===== src/pcmt_pkg.sv =====
// types and constants shared by the pending command match table
package pcmt_pkg;

   localparam int SLOT_W       = 3;
   localparam int SHORT_ADDR_W = 16;

   typedef enum logic [1:0] {
      CMD_FIND   = 2'd0,
      CMD_ADD    = 2'd1,
      CMD_DELETE = 2'd2,
      CMD_CLEAR  = 2'd3
   } cmd_type;

   typedef enum logic {
      ST_IDLE = 1'b0,
      ST_SCAN = 1'b1
   } state_type;

   typedef struct packed {
      cmd_type     command;
      logic [15:0] cluster_id;
      logic [7:0]  src_endpoint;
      logic [7:0]  dst_endpoint;
      logic [7:0]  addr_mode;
      logic [63:0] dst_address;
      logic [7:0]  cmd_code;
   } req_type;

   typedef struct packed {
      logic              ok;
      logic [SLOT_W-1:0] slot;
      logic [7:0]        stored_cmd;
   } rsp_type;

   // one table entry as held in the entry memory
   typedef struct packed {
      logic [15:0] cluster_id;
      logic [7:0]  src_endpoint;
      logic [7:0]  dst_endpoint;
      logic [7:0]  addr_mode;
      logic [63:0] dst_address;
      logic [7:0]  cmd_code;
   } entry_type;

endpackage


===== src/pcmt_ram.sv =====
// generic single-write, single-read ram with registered read data
module pcmt_ram #(
   parameter int WIDTH = 8,
   parameter int DEPTH = 8
) (
   input  logic                                        clock,
   input  logic                                        wr_en,
   input  logic [((DEPTH > 1) ? $clog2(DEPTH) : 1)-1:0] wr_addr,
   input  logic [WIDTH-1:0]                            wr_data,
   input  logic                                        rd_en,
   input  logic [((DEPTH > 1) ? $clog2(DEPTH) : 1)-1:0] rd_addr,
   output logic [WIDTH-1:0]                            rd_data
);

   logic [WIDTH-1:0] mem_ff [DEPTH];
   logic [WIDTH-1:0] rd_data_ff;

   always_ff @(posedge clock) begin
      if (wr_en) begin
         mem_ff[wr_addr] <= wr_data;
      end
      if (rd_en) begin
         rd_data_ff <= mem_ff[rd_addr];
      end
   end

   assign rd_data = rd_data_ff;

endmodule


===== src/pending_command_match_table.sv =====
// pending command match table: top level with entry scan sequencer
//
//   channel   ports                                   transfer when
//   request   start, busy, req_data                   start && !busy
//   response  rsp_strobe, rsp_data                    rsp_strobe (one cycle)
//   config    csr_valid, csr_ready, csr_data          csr_valid && csr_ready
//
// find and delete walk the entries through the entry ram, one read per cycle,
// each compared in the cycle after its read; a find ends early on a hit.
// add walks the valid flags up to the first free slot or the last entry. clear
// answers in the cycle after the transfer. reset clears all valid flags at once
// and restores the short mode code; the response cannot be stalled.
module pending_command_match_table #(
   parameter int ENTRIES = 8
) (
   input  logic             clock,
   input  logic             reset,
   input  logic             start,
   output logic             busy,
   input  pcmt_pkg::req_type req_data,
   output logic             rsp_strobe,
   output pcmt_pkg::rsp_type rsp_data,
   input  logic             csr_valid,
   output logic             csr_ready,
   input  logic [7:0]       csr_data
);

   localparam int IDX_W = (ENTRIES > 1) ? $clog2(ENTRIES) : 1;
   localparam logic [IDX_W-1:0] LAST_IDX = IDX_W'(ENTRIES - 1);
   localparam int ENTRY_W = $bits(pcmt_pkg::entry_type);

   pcmt_pkg::state_type state_ff, state_in;
   pcmt_pkg::req_type   req_ff, req_in;
   pcmt_pkg::rsp_type   rsp_ff, rsp_in;
   logic [ENTRIES-1:0]  valid_ff, valid_in;
   logic [IDX_W-1:0]    idx_ff, idx_in;
   logic [IDX_W-1:0]    chk_idx_ff, chk_idx_in;
   logic                issue_on_ff, issue_on_in;
   logic                chk_on_ff, chk_on_in;
   logic                hit_acc_ff, hit_acc_in;
   logic                rsp_strobe_ff, rsp_strobe_in;
   logic [7:0]          short_mode_ff, short_mode_in;

   logic                accept;
   logic                done;
   logic                match;
   logic                addr_eq;
   logic                ram_wr_en;
   logic                ram_rd_en;
   logic [ENTRY_W-1:0]  ram_rd_data;
   pcmt_pkg::entry_type rd_entry;
   pcmt_pkg::entry_type wr_entry;
   logic [IDX_W-1:0]    slot_idx;
   logic [IDX_W+pcmt_pkg::SLOT_W-1:0] slot_wide;
   logic [pcmt_pkg::SLOT_W-1:0]       slot_bits;

   assign accept    = start && !busy;
   assign busy      = (state_ff != pcmt_pkg::ST_IDLE);
   assign csr_ready = (state_ff == pcmt_pkg::ST_IDLE);

   assign rd_entry = pcmt_pkg::entry_type'(ram_rd_data);

   assign wr_entry.cluster_id   = req_ff.cluster_id;
   assign wr_entry.src_endpoint = req_ff.src_endpoint;
   assign wr_entry.dst_endpoint = req_ff.dst_endpoint;
   assign wr_entry.addr_mode    = req_ff.addr_mode;
   assign wr_entry.dst_address  = req_ff.dst_address;
   assign wr_entry.cmd_code     = req_ff.cmd_code;

   pcmt_ram #(
      .WIDTH (ENTRY_W),
      .DEPTH (ENTRIES)
   ) u_entry_ram (
      .clock   (clock),
      .wr_en   (ram_wr_en),
      .wr_addr (idx_ff),
      .wr_data (wr_entry),
      .rd_en   (ram_rd_en),
      .rd_addr (idx_ff),
      .rd_data (ram_rd_data)
   );

   // short mode compares only the group address bits
   always_comb begin
      if (req_ff.addr_mode == short_mode_ff) begin
         addr_eq = (rd_entry.dst_address[pcmt_pkg::SHORT_ADDR_W-1:0] ==
                    req_ff.dst_address[pcmt_pkg::SHORT_ADDR_W-1:0]);
      end else begin
         addr_eq = (rd_entry.dst_address == req_ff.dst_address);
      end
   end

   assign match = chk_on_ff && valid_ff[chk_idx_ff] && addr_eq &&
                  (rd_entry.cluster_id   == req_ff.cluster_id) &&
                  (rd_entry.src_endpoint == req_ff.src_endpoint) &&
                  (rd_entry.dst_endpoint == req_ff.dst_endpoint) &&
                  (rd_entry.addr_mode    == req_ff.addr_mode);

   assign slot_idx  = (req_ff.command == pcmt_pkg::CMD_ADD) ? idx_ff : chk_idx_ff;
   assign slot_wide = {{pcmt_pkg::SLOT_W{1'b0}}, slot_idx};
   assign slot_bits = slot_wide[pcmt_pkg::SLOT_W-1:0];

   always_comb begin
      case (req_ff.command)
         pcmt_pkg::CMD_FIND:   done = chk_on_ff && (match || (chk_idx_ff == LAST_IDX));
         pcmt_pkg::CMD_DELETE: done = chk_on_ff && (chk_idx_ff == LAST_IDX);
         pcmt_pkg::CMD_ADD:    done = !valid_ff[idx_ff] || (idx_ff == LAST_IDX);
         default:              done = 1'b1;
      endcase
   end

   // next state
   always_comb begin
      state_in = state_ff;
      case (state_ff)
         pcmt_pkg::ST_IDLE: begin
            if (accept && (req_data.command != pcmt_pkg::CMD_CLEAR)) begin
               state_in = pcmt_pkg::ST_SCAN;
            end
         end
         pcmt_pkg::ST_SCAN: begin
            if (done) begin
               state_in = pcmt_pkg::ST_IDLE;
            end
         end
         default: state_in = pcmt_pkg::ST_IDLE;
      endcase
   end

   // datapath and outputs
   always_comb begin
      req_in        = req_ff;
      rsp_in        = '0;
      rsp_strobe_in = 1'b0;
      valid_in      = valid_ff;
      idx_in        = idx_ff;
      chk_idx_in    = chk_idx_ff;
      issue_on_in   = issue_on_ff;
      chk_on_in     = 1'b0;
      hit_acc_in    = hit_acc_ff;
      ram_wr_en     = 1'b0;
      ram_rd_en     = 1'b0;
      short_mode_in = short_mode_ff;
      case (state_ff)
         pcmt_pkg::ST_IDLE: begin
            if (csr_valid) begin
               short_mode_in = csr_data;
            end
            if (accept) begin
               req_in      = req_data;
               idx_in      = '0;
               hit_acc_in  = 1'b0;
               issue_on_in = (req_data.command == pcmt_pkg::CMD_FIND) ||
                             (req_data.command == pcmt_pkg::CMD_DELETE);
               if (req_data.command == pcmt_pkg::CMD_CLEAR) begin
                  valid_in      = '0;
                  rsp_strobe_in = 1'b1;
               end
            end
         end
         pcmt_pkg::ST_SCAN: begin
            case (req_ff.command)
               pcmt_pkg::CMD_FIND, pcmt_pkg::CMD_DELETE: begin
                  // read one entry per cycle, compare it in the next
                  if (issue_on_ff) begin
                     ram_rd_en  = 1'b1;
                     chk_on_in  = 1'b1;
                     chk_idx_in = idx_ff;
                     if (idx_ff == LAST_IDX) begin
                        issue_on_in = 1'b0;
                     end else begin
                        idx_in = idx_ff + 1'b1;
                     end
                  end
                  if (req_ff.command == pcmt_pkg::CMD_DELETE) begin
                     if (match) begin
                        valid_in[chk_idx_ff] = 1'b0;
                        hit_acc_in           = 1'b1;
                     end
                     rsp_in.ok = hit_acc_ff || match;
                  end else if (match) begin
                     rsp_in.ok         = 1'b1;
                     rsp_in.slot       = slot_bits;
                     rsp_in.stored_cmd = rd_entry.cmd_code;
                  end
               end
               pcmt_pkg::CMD_ADD: begin
                  if (!valid_ff[idx_ff]) begin
                     ram_wr_en        = 1'b1;
                     valid_in[idx_ff] = 1'b1;
                     rsp_in.ok        = 1'b1;
                     rsp_in.slot      = slot_bits;
                  end else if (idx_ff != LAST_IDX) begin
                     idx_in = idx_ff + 1'b1;
                  end
               end
               default: begin
                  rsp_in = '0;
               end
            endcase
            if (done) begin
               rsp_strobe_in = 1'b1;
               issue_on_in   = 1'b0;
               chk_on_in     = 1'b0;
            end
         end
         default: begin
            issue_on_in = 1'b0;
         end
      endcase
   end

   always_ff @(posedge clock) begin
      if (reset) begin
         state_ff      <= pcmt_pkg::ST_IDLE;
         valid_ff      <= '0;
         issue_on_ff   <= 1'b0;
         chk_on_ff     <= 1'b0;
         hit_acc_ff    <= 1'b0;
         rsp_strobe_ff <= 1'b0;
         short_mode_ff <= 8'd1;
         idx_ff        <= '0;
         chk_idx_ff    <= '0;
      end else begin
         state_ff      <= state_in;
         valid_ff      <= valid_in;
         issue_on_ff   <= issue_on_in;
         chk_on_ff     <= chk_on_in;
         hit_acc_ff    <= hit_acc_in;
         rsp_strobe_ff <= rsp_strobe_in;
         short_mode_ff <= short_mode_in;
         idx_ff        <= idx_in;
         chk_idx_ff    <= chk_idx_in;
      end
   end

   always_ff @(posedge clock) begin
      req_ff <= req_in;
      rsp_ff <= rsp_in;
   end

   assign rsp_strobe = rsp_strobe_ff;
   assign rsp_data   = rsp_ff;

endmodule


===== config.mk =====
export PLATFORM = sky130hd
export DESIGN_NAME = pending_command_match_table
export DESIGN_NICKNAME = d
export VERILOG_FILES = /design/src/pcmt_pkg.sv /design/src/pcmt_ram.sv /design/src/pending_command_match_table.sv
export SDC_FILE = /design/constraint.sdc
export NUM_CORES = 1
export LEC_CHECK = 0
export BUFFER_PORTS_ARGS = -buffer_cell sky130_fd_sc_hd__buf_2
export CORE_AREA = 2 2 307 309
export CTS_BUF_LIST = sky130_fd_sc_hd__clkbuf_4
export CTS_CLUSTER_DIAMETER = 40
export DETAILED_ROUTE_END_ITERATION = 12
export DIE_AREA = 0 0 309 311
export PLACE_DENSITY = 0.63
export SYNTH_ARGS = -nofsm -noshare
export SYNTH_HDL_FRONTEND = slang
export SYNTH_SLANG_ARGS = --single-unit

===== constraint.sdc =====
create_clock -name clock -period 21 [get_ports clock]
set_input_delay 2.1 -clock clock [delete_from_list [all_inputs] [get_ports clock]]
set_output_delay 2.1 -clock clock [all_outputs]
set_load 0.1 [all_outputs]

### Word level (Yosys, flattened, before mapping)

Memories as Yosys holds them, arrays and structs flattened. A register that Yosys moved wholly into a read port is not among the register bits.
Cells that the tools add are included.

* flip-flop bits (word level): 153
* input bits: 126
* memories: 1
* logic and storage cells: 146
* RAM bits: 896
* bits in read-only memories: 0
* latch bits: 0

* multipliers: 0
* add/sub/neg operators: 1
* equality and inequality tests: 29
* bitwise gates (word level): 6
* reduce and logical (&&, ||, !) cells: 30
* div/mod/pow operators: 0
* multiplexer cells: 56
* shift operators: 0
* order comparisons: 4

Memories
* u_entry_ram.mem_ff: words 8, bits a word 112, rd ports 1, clocked after Yosys merged registers in 1, wr ports 1, RTL line pcmt_ram.sv:15 `logic [WIDTH-1:0] mem_ff [DEPTH];`

Operators by type and width (number)
* == test 64 bit: 1
* 2-to-1 mux 8 bit: 5
* == test 16 bit: 2
* == test 8 bit: 4
* one-hot mux 8 bit (2 select lines): 2
* 2-to-1 mux 1 bit: 28
* 2-to-1 mux 3 bit: 6
* inequality test 3 bit, second input constant: 6
* logical AND 1 bit: 12
* 2-to-1 mux 12 bit: 1
* one-hot mux 3 bit (2 select lines): 2
* AND reduction 6 bit: 2
* 2-to-1 mux 11 bit: 1
* inequality test 2 x 1 -> 1 bit, second input constant: 5
* bitwise AND 8 bit: 1
* < comparator 3 x 4 -> 1 bit, second input constant: 2
* inverter 8 bit: 1
* bitwise OR 8 bit: 1
* one-hot mux 1 bit (2 select lines): 4
* one-hot mux 4 bit (2 select lines): 1
* binary-select mux 1 bit (select 3 bit): 2
* demux 1 bit (select 3 bit): 2
* == test 2 bit, second input constant: 3
* == test 3 bit, second input constant: 2
* 18 further kinds: 30

### Logic depth before layout (Yosys ltp)

Gate-level depths: netlist (run 1).

* depth in word-level cells: 13
* mapped depth: 9
* gate-level depth less buffers: 7

### By module

A second synthesis (run 1) with hierarchy kept.

* cells, all modules: 1936
* area, all modules: 43942.1 um2

Modules (own cells, without submodules)
* pcmt_ram: cells each 1419, area each 37278.3 um2, sequential area each 30269.0 um2, instances 1
* pending_command_match_table: cells each 517, area each 6663.9 um2, sequential area each 4204.0 um2, instances 1

### Worst setup path after synthesis (run 1)

OpenSTA, ideal clock, no wires.

* kind: reg-to-reg
* start point: register idx_ff[1]
* end point: memory u_entry_ram.mem_ff[0][0] in the netlist's numbering (enable)
* setup time: 0.859 ns
* stages on the path, launching flop included: 5
* path slack: 7.982 ns
* data arrival time: 12.158 ns
* clock period less this slack: 13.018 ns
* required time: 20.141 ns
* cell sequence: dfxtp_1 > mux4_2 > mux2i_1 > nand3_1 > nor4_1

* cells in the longest elaborated chain, start to end: 7

RTL lines
* from (decl): RTL line pending_command_match_table.sv:36 `logic [IDX_W-1:0] idx_ff, idx_in;`
* from (signal assigned): RTL line pending_command_match_table.sv:232 `idx_ff <= idx_in;`
* binary-select mux 1 bit (select 3 bit): RTL line pending_command_match_table.sv:188 `if (!valid_ff[idx_ff]) begin`
* 2-to-1 mux 1 bit (implied by the code): RTL line pending_command_match_table.sv:188
* 2-to-1 mux 1 bit: RTL line pending_command_match_table.sv:188
* 2-to-1 mux 1 bit: RTL line pending_command_match_table.sv:162 `case (req_ff.command)`
* 2-to-1 mux 1 bit: RTL line pending_command_match_table.sv:144 `case (state_ff)`
* 2-to-1 mux 1 bit: RTL line pcmt_ram.sv:19 `if (wr_en) begin`
* 2-to-1 mux 1 bit (implied by the code): RTL line pcmt_ram.sv:20 `mem_ff[wr_addr] <= wr_data;`
* to (decl): RTL line pcmt_ram.sv:15

Parallel ways exist; a longest one is shown, timed or not. The select of a mux whose other input is x is not followed.

### Worst setup path after layout (run 1)

* start point: register idx_ff[1]
* end point: memory u_entry_ram.mem_ff[0][43] in the netlist's numbering (enable)

The elaborated chain is that of the path after synthesis.

==> results.sh, run 1 <==
export IMPL_status="complete, no violations"
export IMPL_yosysWarnings=0
export IMPL_reg2reg_setup_slack_ps=16120
export IMPL_die_area_um2=96100
export IMPL_ys_async_sr_fraction_pct=0
export IMPL_switching_share_pct=21.7
export IMPL_post_place_ws_ps=16150
export IMPL_syn_num_nets=2322
export IMPL_cts_tree="built"
export IMPL_rr_worst_depth=6
export IMPL_start_util_pct=44.7
export IMPL_dr_pass1_iters=8
export IMPL_rsz0062_at_grt="no"
export IMPL_setup_viol=0
export IMPL_drc=0
export IMPL_maxCapViolations=0
export IMPL_ys_flop_type="edfxtp_1"
export IMPL_fin_crit_sh_pct=23.2
export IMPL_layout_min_cycle_time_ps=4880
export IMPL_finClkSkew_ps=93.6
export IMPL_cp_start_kind="flop"
export IMPL_synth_seq_area_share_pct=83.2
export IMPL_hold_buffers=0
export IMPL_wl_per_cell_um=24.8
export IMPL_syn_avg_cell_area_um2=18.9
export IMPL_finalPower_w=0.00468
export IMPL_syn_area_um2=41400
export IMPL_p_int_w=0.00366
export IMPL_row_count=112
export IMPL_multi_input_area_um2=6590
export IMPL_holdCritPathClass="flop to flop"
export IMPL_drtIter0Drc=2182
export IMPL_viasPerCell=5.68
export IMPL_regArea_um2=34500
export IMPL_cts_sinks=1161
export IMPL_crit_arrival_ps=5570
export IMPL_whs_endpoint="rsp_data[2]"
export IMPL_setup_ws_ps=16120
export IMPL_clk_pin_slew_ps=60
export IMPL_r2r_start="idx_ff[1]"
export IMPL_vdd_drop_max_uv=54.6
export IMPL_pwr_share_seq_pct=56.6
export IMPL_tns_ps=0
export IMPL_drv_slew=0
export IMPL_final_util_pct=51.1
export IMPL_grt_max_degree=122
export IMPL_p_leak_nw=15.0
export IMPL_power_density_nw_per_um2=98.7
export IMPL_p_clk_share_pct=40.5
export IMPL_antenna_found_initial=2
export IMPL_cp_data_required_time_ps=21690
export IMPL_place_gp_congestion=0.804
export IMPL_synthCells=2194
export IMPL_worst_pin_slew_ps=1170
export IMPL_numCtsBuffers=307
export IMPL_grt_pass1_wl_mm=147
export IMPL_hold_viol=0
export IMPL_grt_pass1_vias=23800
export IMPL_relSlewSlack_pct=21.5
export IMPL_r2r_end="u_entry_ram.mem_ff[0][43]"
export IMPL_grt_ovfl_total=0
export IMPL_clk_insertion_delay_late_ps=1170
export IMPL_cts_repair_resized=0
export IMPL_wirelength_mm=99.9
export IMPL_p_comb_share_pct=2.9
export IMPL_worstPathMaxFanout=59
export IMPL_ant_nets=0
export IMPL_synth_ff_latch_count=1161
export IMPL_postCtsSetupRepairBufs=0
export IMPL_cts_buffer_depth=4
export IMPL_p_sw_w=0.00102
export IMPL_max_freq_mhz=205
export IMPL_min_from="u_entry_ram.rd_data[2]"
export IMPL_place_port_buffers=140
export IMPL_fp_dieW_um=309
export IMPL_post_dp_hpwl_mm=48.9
export IMPL_cts_root_buffer="clkbuf_4"
export IMPL_hold_slack_ps=441
export IMPL_area_growth_pct=14.3
export IMPL_end_kind="flop"
export IMPL_synth_edf_count=1122
export IMPL_grt_usage_pct=20.7
export IMPL_synth_cell_types=47
export IMPL_num_fill_cells=7617
export IMPL_pin_count=141
export IMPL_drive_above_1_share_pct=23.0
export IMPL_cts_max_level=5
export IMPL_num_vias=22900
export IMPL_design_core_area_um2=92800
export IMPL_nets=2689
export IMPL_path_class="flop to flop"
export IMPL_die_h_um=311
export IMPL_holdPathStages=1
cells in the final DEF, fill, tap and decap left out, drive strengths merged, types with 3 or more instances in the layout:
cell type  Yosys  routed
inv            9      16
or4            6       6
edfxtp      1122    1122
a31oi          7       7
clkbuf       106     421
and2           9       9
dfxtp         39      39
and3           8       8
bufinv         0       8
nand4        140     140
nor4          17      17
xnor2         82      82
nand2b         4       4
nand2         38      38
diode          0       8
a21oi         16      16
nor2b          6       6
xor2          30      30
nor3           9       9
clkinv         0      75
mux2i          5       5
buf            7     171
o22ai          3       3
nor3b          3       3
nor2          26      26
o21ai          5       5
nor4b          6       6
a22oi        456     456
and4           5       5
nand3          9       9
worst max path at each step:
stage | slack (ps) | from | end
2_1_floorplan | 7980 | idx_ff[1] | u_entry_ram.mem_ff[0][0]
5_1_grt | 15770 | idx_ff[1] | u_entry_ram.mem_ff[0][56]
3_5_place_dp | 16150 | idx_ff[1] | u_entry_ram.mem_ff[6][26]
4_1_cts | 16100 | idx_ff[1] | u_entry_ram.mem_ff[0][56]
6_report | 16120 | idx_ff[1] | u_entry_ram.mem_ff[0][43]
3_3_place_gp | 16250 | idx_ff[1] | u_entry_ram.mem_ff[0][26]
routing by layer:
metal  wire length [um]  global-route usage, %  vias to the layer above
met4               2250                   7.90                        0
met1              39800                   26.5                    11500
met5                  0                      0                        -
met2              50300                   34.7                     1099
li1                   -                      -                    10000
met3               7500                   4.25                      187
worst max-delay path: stages, from the launching register on:
cell     delay, ps
dfxtp_1        760
mux4_2         580
mux2i_1        600
nand3_1        500
nor4_2         270
buf_4          790
buf_4          900
power groups by stage:
| stage | sequential [W] | combinational, W | clock [W] |
|---|---|---|---|
| after floorplan | 0.00268 | 0.0000764 | 0 |
| after global placement | 0.00269 | 0.000133 | 0 |
| after detailed placement | 0.00270 | 0.000135 | 0 |
| after CTS | 0.00265 | 0.000136 | 0.00194 |
| after global routing | 0.00265 | 0.000145 | 0.00206 |
| final | 0.00265 | 0.000134 | 0.00190 |
flip-flops by register name (all words and copies together), names as in the netlist, 3 cells and up:
signal,count
rsp_data,12
idx_ff,3
chk_idx_ff,3
req_ff,114
valid_ff,8
short_mode_ff,8
u_entry_ram.mem_ff,896
u_entry_ram.rd_data,112
cell families (layout without fill, tap and decap cells):
logic type / Yosys count / count (layout) / synth area share [%]
fa+ha+maj: 2 / 2 / 0.0604
buf+inv: 122 / 691 / 1.11
flops: 1161 / 1161 / 83.2
compound gates: 498 / 498 / 8.88
mux: 8 / 8 / 0.257
other cells: 0 / 8 / 0
xor+xnor: 112 / 112 / 2.37
simple gates: 291 / 291 / 4.13
synth_stat cells, types with 7 or more instances:
cell         n  area (um2)
clkbuf_1   106         398
a21oi_1     16        80.1
nor4_1      16         100
edfxtp_1  1122       33700
nor2_1      26        97.6
nand2_1     38         143
nor3_1       9        45.0
a22oi_1    456        3420
inv_1        9        33.8
xnor2_1     82         718
nand4_1    140         876
dfxtp_1     39         781
a31oi_1      7        43.8
nand3_1      9        45.0
xor2_1      30         263
and2_1       9        56.3
and3_1       7        43.8
through the flow:
step	std cells	area (um2)
6_report	4025	47400
5_1_grt	4025	47400
4_1_cts	4017	47400
3_5_place_dp	3506	43600
3_3_place_gp	3506	43600
2_1_floorplan	2194	41400
area by class of cell:
class,instances,share of cell area (%)
Sequential cell,1161,72.8
Multi-Input combinational cell,911,13.9
Clock buffer,421,6.67
Tap cell,1254,3.31
Timing Repair Buffer,171,2.05
Clock inverter,90,1.17
Inverter,9,0.0766
Antenna cell,8,0.0423
No activity file was read; power rests on OpenSTA's default activity.
==> run 2, diff against run 1 <==
Settings changed: PLACE_DENSITY 0.63 to 0.65.
Clock period 21 ns to 4.1 ns, I/O delays scaled along.
==> results.sh, run 2 (synthesis results as in run 1) <==
export IMPL_hold_viol=0
export IMPL_die_area_um2=96100
export IMPL_fp_dieW_um=309
export IMPL_grt_pass1_wl_mm=156
export IMPL_cts_sinks=1161
export IMPL_place_gp_congestion=0.798
export IMPL_crit_slowest_cell="nor4_1"
export IMPL_relSlewSlack_pct=34.8
export IMPL_multi_input_area_um2=6640
export IMPL_clk_insertion_delay_late_ps=1160
export IMPL_worstPathMaxFanout=9
export IMPL_fin_crit_sh_pct=88.7
export IMPL_numCtsBuffers=305
export IMPL_status="complete, no violations"
export IMPL_path_cells="xnor2_1, nand4_1, nor4_1, a31oi_1, or4_1, a2111oi_0, nor4_1"
export IMPL_antenna_found_initial=3
export IMPL_finClkSkew_ps=101
export IMPL_p_leak_nw=16.1
export IMPL_hold_buffers=241
export IMPL_drtIter0Drc=2691
export IMPL_ant_nets=0
export IMPL_regMostFlops="u_entry_ram.mem_ff"
export IMPL_largest_register_ffs=896
export IMPL_clk_pin_slew_ps=70
export IMPL_grt_pass1_vias=25400
export IMPL_finalPower_w=0.0239
export IMPL_cts_root_buffer="clkbuf_4"
export IMPL_start_util_pct=44.7
export IMPL_drc=0
export IMPL_grt_usage_pct=21.8
export IMPL_grt_max_degree=120
export IMPL_place_port_buffers=140
export IMPL_design_core_area_um2=92800
export IMPL_cts_buffer_depth=4
export IMPL_layout_min_cycle_time_ps=3640
export IMPL_setup_viol=0
export IMPL_pin_count=141
export IMPL_die_h_um=311
export IMPL_final_cell_mix="edfxtp_1 (1122), a22oi_1 (456), clkbuf_4 (423)"
export IMPL_vdd_drop_max_uv=350
export IMPL_rsz0062_at_grt="no"
export IMPL_cts_repair_resized=0
export IMPL_num_vias=24100
export IMPL_postCtsSetupRepairBufs=0
export IMPL_drive_above_1_share_pct=22.0
export IMPL_wirelength_mm=105
export IMPL_path_common_cell="nor4_1"
export IMPL_nets=2940
export IMPL_path_class="flop to flop"
export IMPL_max_freq_mhz=275
export IMPL_cts_tree="built"
export IMPL_power_density_nw_per_um2=476
export IMPL_final_util_pct=54.0
export IMPL_end_kind="flop"
export IMPL_cp_slowest_stage_delay_ps=810
export IMPL_layout_cells_most_common="edfxtp_1"
export IMPL_crit_arrival_ps=4590
export IMPL_post_dp_hpwl_mm=50.9
export IMPL_regArea_um2=34500
export IMPL_path_buf_inv=0
export IMPL_row_count=112
export IMPL_cp_data_required_time_ps=5050
export IMPL_area_growth_pct=20.9
export IMPL_wl_per_cell_um=24.6
export IMPL_cts_max_level=5
export IMPL_drv_slew=0
export IMPL_num_fill_cells=7358
export IMPL_dr_pass1_iters=6
export IMPL_viasPerCell=5.67
export IMPL_maxCapViolations=0
export IMPL_grt_ovfl_total=0
export IMPL_cp_top_family="simple AND/OR/NAND/NOR gates"
export IMPL_worst_pin_slew_ps=977
export IMPL_cp_start_kind="flop"
export IMPL_holdCritPathClass="primary input to flop"
run 2: final timing paths:
check / from / endpoint / slack, ps / cells past startpoint
worst max-delay path: req_ff[57] / valid_ff[6] / 460 / 7
worst min-delay path: req_data[90] / req_ff[90] / 90 / 2
worst max register to register: req_ff[57] / valid_ff[6] / 460 / 7
worst min register to register: u_entry_ram.rd_data[0] / rsp_data[0] / 440 / 1
run 2: stage by stage:
step	cell area, um2	TNS (ps)	setup slack (ps)	hold WS [ps]	std cells
2_1_floorplan	41500	-404680	-1330	420	2194
3_3_place_gp	44100	0	626	425	3518
3_5_place_dp	44100	0	576	431	3518
4_1_cts	50100	0	516	1.98	4255
5_1_grt	50100	0	267	19.4	4260
6_report	50100	0	463	89.2	4260
run 2: cell type report:
| cell class | count | share of cell area [%] |
|---|---|---|
| clock inverters | 73 | 0.809 |
| repair buffers | 424 | 7.53 |
| inverters | 9 | 0.0749 |
| clock buffers | 423 | 6.34 |
| well taps | 1254 | 3.13 |
| flip-flops and latches | 1161 | 68.8 |
| multi-input cells | 911 | 13.3 |
| diodes | 5 | 0.0250 |
run 2: routing by layer:
| metal | GRT usage, % | vias to the layer above | routed length (um) |
|---|---|---|---|
| met4 | 8.09 | 0 | 2210 |
| met3 | 4.28 | 184 | 8100 |
| met1 | 28.7 | 12200 | 41700 |
| li1 | - | 10500 | - |
| met2 | 35.9 | 1194 | 52700 |
| met5 | 0 | - | 0 |
run 2: power by group:
| part | switching, W | internal [W] |
|---|---|---|
| Combinational | 0.000509 | 0.000397 |
| Sequential | 0.000261 | 0.0133 |
| Clock | 0.00443 | 0.00499 |
| Total | 0.00520 | 0.0187 |
